## src/rtl/core/ilt_pkg.sv

```systemverilog
// ilt_pkg: shared types and constants of the chat-protocol line tokenizer.
// No dependencies.
`timescale 1ns / 1ps

package ilt_pkg;

   localparam int unsigned BYTE_W  = 8;
   localparam int unsigned KIND_W  = 3;
   localparam int unsigned PCNT_W  = 4;
   localparam int unsigned ERR_W   = 3;

   localparam logic [BYTE_W-1:0] CHAR_COLON = 8'h3A;
   localparam logic [BYTE_W-1:0] CHAR_SPACE = 8'h20;
   localparam logic [BYTE_W-1:0] CHAR_NUL   = 8'h00;
   localparam logic [BYTE_W-1:0] CASE_DELTA = 8'h20;

   localparam logic [PCNT_W-1:0] PARAM_LIMIT_RESET = 4'd15;
   localparam logic [PCNT_W-1:0] PCNT_MAX          = 4'd15;

   // token kinds
   localparam logic [KIND_W-1:0] KIND_SEP   = 3'd0;
   localparam logic [KIND_W-1:0] KIND_PFX   = 3'd1;
   localparam logic [KIND_W-1:0] KIND_CMD   = 3'd2;
   localparam logic [KIND_W-1:0] KIND_PARAM = 3'd3;
   localparam logic [KIND_W-1:0] KIND_TRAIL = 3'd4;

   // error codes
   localparam logic [ERR_W-1:0] ERR_NONE = 3'd0;
   localparam logic [ERR_W-1:0] ERR_NUL  = 3'd1;
   localparam logic [ERR_W-1:0] ERR_PFX  = 3'd2;
   localparam logic [ERR_W-1:0] ERR_CMD  = 3'd3;
   localparam logic [ERR_W-1:0] ERR_MANY = 3'd4;

   // register map
   localparam int unsigned PADDR_W = 3;
   localparam logic [PADDR_W-1:0] ADDR_PARAM_LIMIT = 3'd0;

   typedef struct packed {
      logic [BYTE_W-1:0] byte_out;
      logic [KIND_W-1:0] token_kind;
      logic              token_start;
      logic              is_content;
      logic [PCNT_W-1:0] param_number;
      logic              line_done;
      logic              line_ok;
      logic [ERR_W-1:0]  error_code;
   } result_type;

endpackage

```

## src/rtl/core/ilt_parser.sv

```systemverilog
// ilt_parser: phase machine and per-byte tagging of one line.
// Depends on ilt_pkg. State advances only when advance is high.
`timescale 1ns / 1ps

module ilt_parser
   import ilt_pkg::*;
(
   input  logic              clock,
   input  logic              reset,
   input  logic              advance,
   input  logic [BYTE_W-1:0] line_byte,
   input  logic              last_byte,
   input  logic [PCNT_W-1:0] param_limit,
   output result_type        result
);

   typedef enum logic [2:0] {
      PH_LEAD,
      PH_PFX_MARK,
      PH_PFX,
      PH_AFTER_PFX,
      PH_CMD,
      PH_GAP,
      PH_PARAM,
      PH_TRAIL
   } phase_type;

   phase_type         phase_ff, phase_in;
   logic [PCNT_W-1:0] pcount_ff, pcount_in;
   logic [ERR_W-1:0]  err_ff, err_in;

   always_comb begin
      logic              sp;
      logic [ERR_W-1:0]  err;
      phase_type         ph;
      logic [PCNT_W-1:0] cnt;
      logic [PCNT_W-1:0] cur;

      sp  = (line_byte == CHAR_SPACE);
      err = err_ff;
      ph  = phase_ff;
      cnt = pcount_ff;
      cur = (pcount_ff != '0) ? pcount_ff - 1'b1 : '0;

      result              = '0;
      result.byte_out     = line_byte;
      result.token_kind   = KIND_SEP;
      result.line_done    = last_byte;

      if (line_byte == CHAR_NUL) begin
         err = ERR_NUL;
      end

      case (phase_ff)
         PH_LEAD: begin
            if (!sp) begin
               result.token_start = 1'b1;
               if (line_byte == CHAR_COLON) begin
                  result.token_kind = KIND_PFX;
                  ph = PH_PFX_MARK;
               end else begin
                  result.token_kind = KIND_CMD;
                  result.is_content = 1'b1;
                  ph = PH_CMD;
               end
            end
         end
         PH_PFX_MARK: begin
            if (sp) begin
               if (err == ERR_NONE) begin
                  err = ERR_PFX;
               end
               ph = PH_AFTER_PFX;
            end else begin
               result.token_kind = KIND_PFX;
               result.is_content = 1'b1;
               ph = PH_PFX;
            end
         end
         PH_PFX: begin
            if (sp) begin
               ph = PH_AFTER_PFX;
            end else begin
               result.token_kind = KIND_PFX;
               result.is_content = 1'b1;
            end
         end
         PH_AFTER_PFX: begin
            if (!sp) begin
               result.token_kind  = KIND_CMD;
               result.token_start = 1'b1;
               result.is_content  = 1'b1;
               ph = PH_CMD;
            end
         end
         PH_CMD: begin
            if (sp) begin
               ph = PH_GAP;
            end else begin
               result.token_kind = KIND_CMD;
               result.is_content = 1'b1;
            end
         end
         PH_GAP: begin
            if (!sp) begin
               if (pcount_ff >= param_limit && err == ERR_NONE) begin
                  err = ERR_MANY;
               end
               result.param_number = pcount_ff;
               result.token_start  = 1'b1;
               if (pcount_ff != PCNT_MAX) begin
                  cnt = pcount_ff + 1'b1;
               end
               if (line_byte == CHAR_COLON) begin
                  result.token_kind = KIND_TRAIL;
                  ph = PH_TRAIL;
               end else begin
                  result.token_kind = KIND_PARAM;
                  result.is_content = 1'b1;
                  ph = PH_PARAM;
               end
            end
         end
         PH_PARAM: begin
            if (sp) begin
               ph = PH_GAP;
            end else begin
               result.token_kind   = KIND_PARAM;
               result.is_content   = 1'b1;
               result.param_number = cur;
            end
         end
         PH_TRAIL: begin
            result.token_kind   = KIND_TRAIL;
            result.is_content   = 1'b1;
            result.param_number = cur;
         end
         default: begin
            ph = PH_LEAD;
         end
      endcase

      if (result.token_kind == KIND_CMD && line_byte inside {[8'h61:8'h7A]}) begin
         result.byte_out = line_byte - CASE_DELTA;
      end

      if (last_byte) begin
         if (ph == PH_PFX_MARK) begin
            if (err == ERR_NONE) begin
               err = ERR_PFX;
            end
         end else if (ph == PH_LEAD || ph == PH_PFX || ph == PH_AFTER_PFX) begin
            if (err == ERR_NONE) begin
               err = ERR_CMD;
            end
         end
         result.line_ok    = (err == ERR_NONE);
         result.error_code = err;
         ph  = PH_LEAD;
         cnt = '0;
         err = ERR_NONE;
      end

      phase_in  = ph;
      pcount_in = cnt;
      err_in    = err;
   end

   always_ff @(posedge clock) begin
      if (reset) begin
         phase_ff  <= PH_LEAD;
         pcount_ff <= '0;
         err_ff    <= ERR_NONE;
      end else if (advance) begin
         phase_ff  <= phase_in;
         pcount_ff <= pcount_in;
         err_ff    <= err_in;
      end
   end

endmodule

```

## src/rtl/core/irc_line_tokenizer.sv

```systemverilog
// irc_line_tokenizer: top level of the streaming chat-protocol line tokenizer.
// Depends on ilt_pkg and ilt_parser.
`timescale 1ns / 1ps

// How to use:
//  - req channel carries one byte of a command line per transfer, with
//    req_last_byte marking the final byte. A transfer happens at a clock
//    edge with req_valid high and req_stall low.
//  - rsp channel returns exactly one tagged result per byte, in order:
//    token kind, token start, content flag, parameter index, and on the
//    last byte the line status and the first error; a NUL always wins.
//  - Two register stages: an input register and a result register, with
//    the tagging logic and the phase machine between them. rsp_valid rises
//    as a byte enters the result register; one byte per cycle unstalled.
//  - The phase machine is the only loop: each byte's state update finishes
//    in the cycle it leaves the input register.
//  - When the receiver stalls, the result register holds and the input
//    register can still take one byte; req_stall rises only once both are
//    full and the receiver is still stalling.
//  - Reset (synchronous) empties both stages, returns the phase machine to
//    the start of a line and sets the parameter limit to 15.
//  - The parameter limit lives at byte address 0 of the APB port; write it
//    only while no line is in flight.

module irc_line_tokenizer
   import ilt_pkg::*;
(
   input  logic               clock,
   input  logic               reset,
   // input byte stream
   input  logic               req_valid,
   output logic               req_stall,
   input  logic [BYTE_W-1:0]  req_line_byte,
   input  logic               req_last_byte,
   // tagged result stream
   output logic               rsp_valid,
   input  logic               rsp_stall,
   output logic [BYTE_W-1:0]  rsp_byte_out,
   output logic [KIND_W-1:0]  rsp_token_kind,
   output logic               rsp_token_start,
   output logic               rsp_is_content,
   output logic [PCNT_W-1:0]  rsp_param_number,
   output logic               rsp_line_done,
   output logic               rsp_line_ok,
   output logic [ERR_W-1:0]   rsp_error_code,
   // configuration
   input  logic               psel,
   input  logic               penable,
   input  logic               pwrite,
   input  logic [PADDR_W-1:0] paddr,
   input  logic [31:0]        pwdata,
   output logic [31:0]        prdata,
   output logic               pready
);

   logic              s1_valid_ff;
   logic [BYTE_W-1:0] s1_byte_ff;
   logic              s1_last_ff;
   logic              out_valid_ff;
   result_type        out_ff;
   result_type        res_in;
   logic [PCNT_W-1:0] param_limit_ff;
   logic              out_free;
   logic              s1_adv;
   logic              req_xfer;

   // result register frees up when empty or being drained
   assign out_free  = !out_valid_ff || !rsp_stall;
   assign s1_adv    = s1_valid_ff && out_free;
   assign req_stall = s1_valid_ff && !out_free;
   assign req_xfer  = req_valid && !req_stall;

   // input register
   always_ff @(posedge clock) begin
      if (reset) begin
         s1_valid_ff <= 1'b0;
      end else if (req_xfer) begin
         s1_valid_ff <= 1'b1;
      end else if (s1_adv) begin
         s1_valid_ff <= 1'b0;
      end
   end

   always_ff @(posedge clock) begin
      if (req_xfer) begin
         s1_byte_ff <= req_line_byte;
         s1_last_ff <= req_last_byte;
      end
   end

   ilt_parser u_parser (
      .clock       (clock),
      .reset       (reset),
      .advance     (s1_adv),
      .line_byte   (s1_byte_ff),
      .last_byte   (s1_last_ff),
      .param_limit (param_limit_ff),
      .result      (res_in)
   );

   // result register
   always_ff @(posedge clock) begin
      if (reset) begin
         out_valid_ff <= 1'b0;
      end else if (out_free) begin
         out_valid_ff <= s1_valid_ff;
      end
   end

   always_ff @(posedge clock) begin
      if (s1_adv) begin
         out_ff <= res_in;
      end
   end

   assign rsp_valid        = out_valid_ff;
   assign rsp_byte_out     = out_ff.byte_out;
   assign rsp_token_kind   = out_ff.token_kind;
   assign rsp_token_start  = out_ff.token_start;
   assign rsp_is_content   = out_ff.is_content;
   assign rsp_param_number = out_ff.param_number;
   assign rsp_line_done    = out_ff.line_done;
   assign rsp_line_ok      = out_ff.line_ok;
   assign rsp_error_code   = out_ff.error_code;

   // configuration register
   always_ff @(posedge clock) begin
      if (reset) begin
         param_limit_ff <= PARAM_LIMIT_RESET;
      end else if (psel && penable && pwrite && pready && paddr == ADDR_PARAM_LIMIT) begin
         param_limit_ff <= pwdata[PCNT_W-1:0];
      end
   end

   assign pready = 1'b1;
   assign prdata = (paddr == ADDR_PARAM_LIMIT) ? {{(32-PCNT_W){1'b0}}, param_limit_ff} : '0;

   // status is only reported on the last byte
   a_status_on_done: assert property (@(posedge clock) disable iff (reset)
      rsp_valid && !rsp_line_done |-> rsp_error_code == ERR_NONE && !rsp_line_ok)
      else $error("line status outside last byte");

   a_ok_matches_code: assert property (@(posedge clock) disable iff (reset)
      rsp_valid && rsp_line_done |-> rsp_line_ok == (rsp_error_code == ERR_NONE))
      else $error("line_ok disagrees with error_code");

   a_sep_is_bare: assert property (@(posedge clock) disable iff (reset)
      rsp_valid && rsp_token_kind == KIND_SEP |-> !rsp_is_content && !rsp_token_start)
      else $error("separator tagged as token text");

   a_xfer_lands: assert property (@(posedge clock) disable iff (reset)
      req_valid && !req_stall |=> s1_valid_ff)
      else $error("accepted byte lost from input register");

endmodule

```

## config.mk

```make
export PLATFORM = sky130hd
export DESIGN_NAME = irc_line_tokenizer
export DESIGN_NICKNAME = d
export VERILOG_FILES = /design/src/rtl/core/ilt_pkg.sv /design/src/rtl/core/ilt_parser.sv /design/src/rtl/core/irc_line_tokenizer.sv
export SDC_FILE = /design/constraint.sdc
export NUM_CORES = 1
export LEC_CHECK = 0
export BUFFER_PORTS_ARGS = -buffer_cell sky130_fd_sc_hd__buf_2
export CAP_MARGIN = 5
export CORE_UTILIZATION = 50
export CTS_CLUSTER_SIZE = 30
export DETAILED_ROUTE_END_ITERATION = 6
export PLACE_DENSITY = 0.83
export SYNTH_ARGS = -nofsm -noshare
export SYNTH_HDL_FRONTEND = slang
export SYNTH_SLANG_ARGS = --single-unit
```

## constraint.sdc

```tcl
create_clock -name clock -period 4.6 [get_ports clock]
set_input_delay 0.46 -clock clock [delete_from_list [all_inputs] [get_ports clock]]
set_output_delay 0.46 -clock clock [all_outputs]
set_load 0.005 [all_outputs]
```

==> run_results.csv, run 1 <==
group,metric,value,unit
run_status,outcome,"finished, final reports clean",
synth,synth-seq-cells,47,
synth,yosys_most_used_dff,"sky130_fd_sc_hd__edfxtp_1",
drt,number_of_vias_per_cell_after_detailed_routing,5.283,
min_path,whs_path_depth,1,
worst_setup_path,timing.critical_path.to_type,"flip-flop",
power_and_ir_drop,vdd_drop_max,133.5,uV
synth,synth_sequential_area_ratio,48.24,%
finish,growth_of_design_area_from_synthesis_to_finish,11.05,%
floorplan,die-width,74.03,um
worst_setup_path,r2r.worst_path.cells,6,
clocking,cts_inserted_buffers,5,
finish,design.final.nets,365,
floorplan,fp-row-count,25,
clocking,cts_setup_buffers,0,
clocking,clock_path_buffers,2,
worst_setup_path,crit_chain,"ha_1 -> nor4b_4 -> a211oi_1 -> nand3b_1 -> and4_1 -> o21a_1",
floorplan,die_area,0.005480,sq mm
finish,mostFrequentLayoutCell,"sky130_fd_sc_hd__buf_2",
grt,grt_first_pass_wirelength,7383,um
synth,synth.top_cells.by_area,"sky130_fd_sc_hd__edfxtp_1, sky130_fd_sc_hd__dfxtp_1, sky130_fd_sc_hd__buf_4",
synth,netlist_instances,261,
synth,synth.distinct_cells,57,
worst_setup_path,critPathRequiredTime,4.67,ns
worst_setup_path,critPathMaxFanout,11,
worst_setup_path,worst_path_largest_cell_delay,1.00,ns
drt,dr.first_iter.drc_count,159,
timing,finalCriticalPeriod,2.917,ns
drt,antenna_left,0,
placement,place.port_buffers,50,
placement,place.gp.congestion,0.8331,
min_path,holdCritPathClass,"in2reg",
worst_setup_path,critPathLaunchType,"flip-flop",
floorplan,boundary_pins,108,
synth,synth_enable_flop_cells,31,
timing,finalHoldWorstSlack,0.3280,ns
worst_setup_path,worstSetupPathType,"reg2reg",
finish,fraction_of_final_layout_cells_sized_beyond_drive_strength_1,21.50,%
drt,routed_wire_length_per_instance,12.20,um
grt,first_global_vias,1658,
floorplan,start_util,53.50,%
worst_setup_path,worst_ep_arrival_time,2.98,ns
timing,post-route-period-util,63.41,%
placement,hpwlAfterDp,3218,um
min_path,hold_end,"s1_byte_ff[0]",
synth,post_synth_instance_area,0.002594,sq mm
synth,synth_area_per_cell,9.938,sq um
worst_setup_path,critPathBufInv,0,
grt,grt_antenna_before_repair,0,
clocking,path_clk_slew,0.08,ns
synth,synth_largest_type_area_fraction,35.89,%
power_and_ir_drop,power_density,288.5,mW/mm^2
timing,slew_viol_final,0,
timing,final.setup.tns,0,ns
synth,synth-warning-count,0,
finish,antenna_cells_inserted,0,
worst_setup_path,critPathSlowestCell,"sky130_fd_sc_hd__a211oi_1",
clocking,cts_resized,0,
finish,layout.core_utilization,59.41,%
timing,setup_viol,0,
min_path,hold_crit_start,"req_line_byte[0]",
clocking,cts.htree.levels,2,
clocking,tritoncts,"yes",
floorplan,floorplan.core_area,0.004848,sq mm
worst_setup_path,cp_top_family,"compound AO/OA/AOI/OAI gates",
clocking,root_buffer_cell,"sky130_fd_sc_hd__clkbuf_8",
timing,timing.fmax,342.8,MHz
clocking,clock_tree_sinks,47,
timing,tightestPinTransition,1.198,ns
clocking,cts_hold_repair.buffers,0,
grt,grt_start_max_net_pins,34,
floorplan,chipHeight,74.03,um
job,max_cap_viol_count,0,
drt,detailedRoute.firstPassIterationCount,4,
drt,remaining_drc_errors,0,
drt,drt_wl_total,4561,um
clocking,clock_latency_at_the_later_pin_of_the_worst_skew_pair,0.30,ns
finish,most-common-layout-cells,"sky130_fd_sc_hd__buf_2, sky130_fd_sc_hd__edfxtp_1, sky130_fd_sc_hd__conb_1",
grt,grt_util_all_layers,18.03,%
worst_setup_path,regToRegStartpoint,"s1_byte_ff[5]",
power_and_ir_drop,total_leakage_power,1.183,nW
synth,synthDominantAreaCellType,"sky130_fd_sc_hd__edfxtp_1",
worst_setup_path,reg2reg_to,"rsp_error_code[1]",
timing,hold_violations,0,
timing,slew-limit-headroom,19.63,%
drt,routed-via-count,1976,
grt,grt.overflow.total,0,
worst_setup_path,regToRegSetupSlack,1.68,ns
timing,rsz_0062_raised_after_global_routing,"false",
synth,synth-async-reset-ratio,0,%
timing,clock_skews,0.006353,ns
[how the worst max path moves through the flow]
stage                               from                 end  slack, ns  depth (start not counted)
floorplan                      rsp_stall  u_parser.err_ff[2]       2.54                          7
global placement           s1_byte_ff[5]   rsp_error_code[1]       1.77                          6
detailed placement         s1_byte_ff[5]   rsp_error_code[1]       1.74                          6
CTS                        s1_byte_ff[5]   rsp_error_code[1]       1.71                          6
global route        u_parser.phase_ff[0]   rsp_error_code[1]       1.48                          5
finish                     s1_byte_ff[5]   rsp_error_code[1]       1.68                          6
[per-layer routing]
| metal | track usage (%) | vias up | share of wire [%] |
|---|---|---|---|
| met3 | 1.626 | 9 | 5.8 |
| met1 | 22.25 | 896 | 43 |
| met4 | 10.90 | 0 | 2.5 |
| met2 | 30.71 | 97 | 48 |
| met5 | 0 | - | 0 |
| li1 | - | 974 | - |
[final cells by class]
cell class / instances / area [sq um]
clock inverters: 2 / 37.54
fillers: 408 / 1968
inverters: 19 / 71.32
well taps: 67 / 83.83
clock buffers: 6 / 72.57
flip-flops and latches: 47 / 1251
repair buffers: 50 / 250.2
multi-input cells: 183 / 1114
[cell usage after synthesis, types with 2 or more instances]
library cell and number:
sky130_fd_sc_hd__o21ai_0 11, sky130_fd_sc_hd__nand2_1 14, sky130_fd_sc_hd__a31oi_1 2, sky130_fd_sc_hd__nor4_1 2, sky130_fd_sc_hd__a211o_1 4, sky130_fd_sc_hd__a21oi_1 20, sky130_fd_sc_hd__a22oi_1 2, sky130_fd_sc_hd__nand3_1 4
sky130_fd_sc_hd__a211oi_1 3, sky130_fd_sc_hd__nor3b_1 2, sky130_fd_sc_hd__and2_1 6, sky130_fd_sc_hd__buf_4 30, sky130_fd_sc_hd__clkbuf_1 8, sky130_fd_sc_hd__nor3_1 5, sky130_fd_sc_hd__conb_1 2, sky130_fd_sc_hd__o21a_1 2
sky130_fd_sc_hd__nand3b_1 3, sky130_fd_sc_hd__and3_1 2, sky130_fd_sc_hd__nor2_1 26, sky130_fd_sc_hd__inv_1 19, sky130_fd_sc_hd__edfxtp_1 31, sky130_fd_sc_hd__dfxtp_1 16, sky130_fd_sc_hd__nand4_1 5, sky130_fd_sc_hd__ha_1 8
sky130_fd_sc_hd__a2111oi_0 2
[metrics by stage]
step           cells  setup WS, ns  power (mW)  area [sq um]
4_1_cts          374         1.706      0.8386          2880
3_5_place_dp     366         1.744      0.5449          2770
5_1_grt          374         1.477      0.8630          2880
2_1_floorplan    288         2.540      0.5369          2695
3_3_place_gp     366         1.771      0.5429          2770
6_report         374         1.683      0.8309          2880
[cells by family (layout without fill, tap and decap cells)]
group	Yosys count	after routing	share of synthesized area, %
AND/OR/NAND/NOR	77	77	15.68
other	2	29	0.2895
AO/OA/AOI/OAI	66	66	18.14
adder cells (fa/ha/maj)	8	8	3.859
buffers and inverters	58	77	12.74
multiplexers	1	1	0.3859
XOR/XNOR	2	2	0.6755
flip-flops	47	47	48.24
[state kept, by name, indices dropped and copies added (netlist names), 3 cells and up]
name,cells
rsp_error_code,3
param_limit_ff,4
u_parser.phase_ff,3
rsp_param_number,4
rsp_byte_out,8
u_parser.err_ff,3
s1_byte_ff,8
u_parser.pcount_ff,4
rsp_token_kind,3
[power by group]
group          internal [mW]  leakage (nW)  switching, mW
clock network          0.162        0.0514          0.133
logic                 0.0230         0.712         0.0345
registers              0.465         0.419         0.0129
total                  0.650          1.18          0.181
Power figures use the tool's default switching activity.
==> inputs of run 2 (changes only) <==
- CORE_UTILIZATION: 50 -> 43
- PLACE_DENSITY: 0.83 -> 0.76
- clock period: 4.6 -> 2.42 ns (I/O delays scaled with it)
==> run 2 against run 1 <==
Effect of this change:
- critical path depth decreased by 1
- cell area increased by 1.8%
- routed wire length increased by 4.2%
- clock-buffer cell count decreased by 1
- highest routed layer unchanged
- first-iteration DRC count increased by 7.5%
- clock skew decreased by 0.0014 ns
- final cell count increased by 3.7%
- combinational power increased by 110%
- core utilization decreased by 7.7 points
- sequential cell count unchanged
- sequential share of layout area decreased by 0.78 points
==> run_results.csv, run 2 (synthesized netlist as in run 1, its figures left out) <==
group,metric,value,unit
run_status,outcome,"finished, final reports clean",
worst_setup_path,worst_path_largest_cell_delay,0.57,ns
drt,routed_wire_length_per_instance,12.25,um
clocking,tritoncts,"yes",
timing,hold_violations,0,
power_and_ir_drop,power_density,509.0,mW/mm^2
grt,grt.overflow.total,0,
timing,clock_skews,0.004967,ns
floorplan,chipHeight,79.67,um
floorplan,die-width,79.67,um
grt,grt_start_max_net_pins,22,
finish,most-common-layout-cells,"sky130_fd_sc_hd__buf_2, sky130_fd_sc_hd__edfxtp_1, sky130_fd_sc_hd__conb_1",
worst_setup_path,timing.critical_path.depth,5,
drt,antenna_left,0,
finish,fraction_of_final_layout_cells_sized_beyond_drive_strength_1,23.73,%
worst_setup_path,critPathSlowestCell,"sky130_fd_sc_hd__or4_4",
worst_setup_path,critPathLaunchType,"flip-flop",
clocking,cts_hold_repair.buffers,0,
drt,routed-via-count,2002,
worst_setup_path,timing.critical_path.to_type,"flip-flop",
timing,slew-limit-headroom,48.73,%
worst_setup_path,worst_ep_arrival_time,2.39,ns
clocking,clock_latency_at_the_later_pin_of_the_worst_skew_pair,0.30,ns
drt,dr.first_iter.drc_count,171,
min_path,holdCritPathClass,"in2reg",
clocking,cts_resized,0,
min_path,hold_crit_start,"req_line_byte[6]",
floorplan,start_util,45.70,%
finish,design.final.nets,374,
worst_setup_path,critPathBufInv,0,
power_and_ir_drop,seq_power_share,60.5,%
worst_setup_path,critPathRequiredTime,2.60,ns
timing,rsz_0062_raised_after_global_routing,"false",
timing,post-route-period-util,91.36,%
grt,grt_first_pass_wirelength,7803,um
job,max_cap_viol_count,0,
clocking,cts_setup_buffers,0,
placement,hpwlAfterDp,3498,um
worst_setup_path,crit_chain,"or4_4 -> o21ba_2 -> a311oi_2 -> and4_1 -> o21a_1",
power_and_ir_drop,netSwitchingPower,359.9,uW
timing,final.setup.tns,0,ns
floorplan,boundary_pins,108,
placement,place.gp.congestion,0.8809,
clocking,clock_path_buffers,2,
worst_setup_path,regToRegStartpoint,"s1_byte_ff[7]",
finish,fill_cells,539,
finish,mostFrequentLayoutCell,"sky130_fd_sc_hd__buf_2",
clocking,cts_inserted_buffers,5,
clocking,cts.htree.levels,2,
grt,grt_util_all_layers,15.94,%
clocking,root_buffer_cell,"sky130_fd_sc_hd__clkbuf_8",
worst_setup_path,timing.critical_path.from,"s1_byte_ff[7]",
timing,setup_viol,0,
worst_setup_path,r2r.worst_path.cells,5,
drt,detailedRoute.firstPassIterationCount,4,
timing,finalCriticalPeriod,2.211,ns
drt,remaining_drc_errors,0,
floorplan,die_area,0.006347,sq mm
timing,slew_viol_final,0,
grt,grt_antenna_before_repair,0,
placement,place.port_buffers,50,
floorplan,fp-row-count,27,
drt,drt_wl_total,4754,um
grt,first_global_vias,1684,
finish,antenna_cells_inserted,0,
power_and_ir_drop,fin_total_pwr,1.493,mW
power_and_ir_drop,power.switching_fraction,24.11,%
timing,tightestPinTransition,0.7675,ns
drt,number_of_vias_per_cell_after_detailed_routing,5.160,
worst_setup_path,worstSetupPathType,"reg2reg",
clocking,clock_tree_sinks,47,
power_and_ir_drop,p_clk_share,31.6,%
timing,timing.fmax,452.3,MHz
power_and_ir_drop,total_leakage_power,1.221,nW
worst_setup_path,cp_top_family,"simple AND/OR/NAND/NOR gates",
floorplan,floorplan.core_area,0.005675,sq mm
finish,growth_of_design_area_from_synthesis_to_finish,13.07,%
power_and_ir_drop,p_int,1.133,mW
power_and_ir_drop,power.combinational.fraction,7.9,%
min_path,whs_path_depth,1,
worst_setup_path,critPathMaxFanout,6,
clocking,path_clk_slew,0.09,ns
power_and_ir_drop,vdd_drop_max,259.2,uV
==> run 2: cell types whose count changed in the layout (fill, tap and decap cells not counted), sizes merged <==
cell    change
bufinv      -1
clkinv      +2
buf         +9
clkbuf      -1
==> run 2: routing by layer <==
layer / vias to the layer above / routed length, um / global-route usage, %
met5: - / 0 / 0
met3: 9 / 339 / 3.200
li1: 992 / - / -
met1: 906 / 2124 / 20.68
met4: 0 / 129 / 8.364
met2: 95 / 2160 / 24.96
==> run 2: final timing paths <==
| path | endpoint | slack, ns |
|---|---|---|
| setup / recovery | rsp_error_code[1] | 0.21 |
| hold / removal | s1_byte_ff[6] | 0.11 |
| hold reg to reg | u_parser.err_ff[2] | 0.50 |
| setup reg to reg | rsp_error_code[1] | 0.21 |
==> run 2: metrics by stage <==
stage	instance area [sq um]	hold WS, ns	std cells	worst slack, ns	utilization [%]
2_1_floorplan	2695	0.3205	288	0.3694	-
3_5_place_dp	2844	0.4216	380	0.2537	50.11
6_report	2933	0.1083	388	0.2092	51.68
3_3_place_gp	2844	0.4195	380	0.2658	50.11
4_1_cts	2933	0.09496	388	0.2196	51.68
5_1_grt	2933	0.09410	388	0.07973	51.68
==> run 2: layout make-up <==
| cell class | count | area (sq um) | area share [%] |
|---|---|---|---|
| clock inverters | 3 | 20.02 | 0.6826 |
| multi-input cells | 183 | 1114 | 37.97 |
| inverters | 19 | 71.32 | 2.432 |
| flip-flops and latches | 47 | 1251 | 42.66 |
| repair buffers | 59 | 317.8 | 10.84 |
| clock buffers | 5 | 68.82 | 2.346 |
| well taps | 72 | 90.09 | 3.072 |
==> run 2: power groups by stage <==
stage	clock (mW)	sequential (mW)	combinational, mW
after global routing	0.514	0.908	0.134
after detailed placement	0	0.922	0.118
after CTS	0.483	0.904	0.119
after global placement	0	0.921	0.116
after floorplan	0	0.919	0.102
final	0.471	0.904	0.118
==> run 2: worst reg2reg max path, stage by stage (launching register included) <==
cell and delay (ns):
sky130_fd_sc_hd__edfxtp_1 0.50, sky130_fd_sc_hd__or4_4 0.57, sky130_fd_sc_hd__o21ba_2 0.28, sky130_fd_sc_hd__a311oi_2 0.36, sky130_fd_sc_hd__and4_1 0.24, sky130_fd_sc_hd__o21a_1 0.12
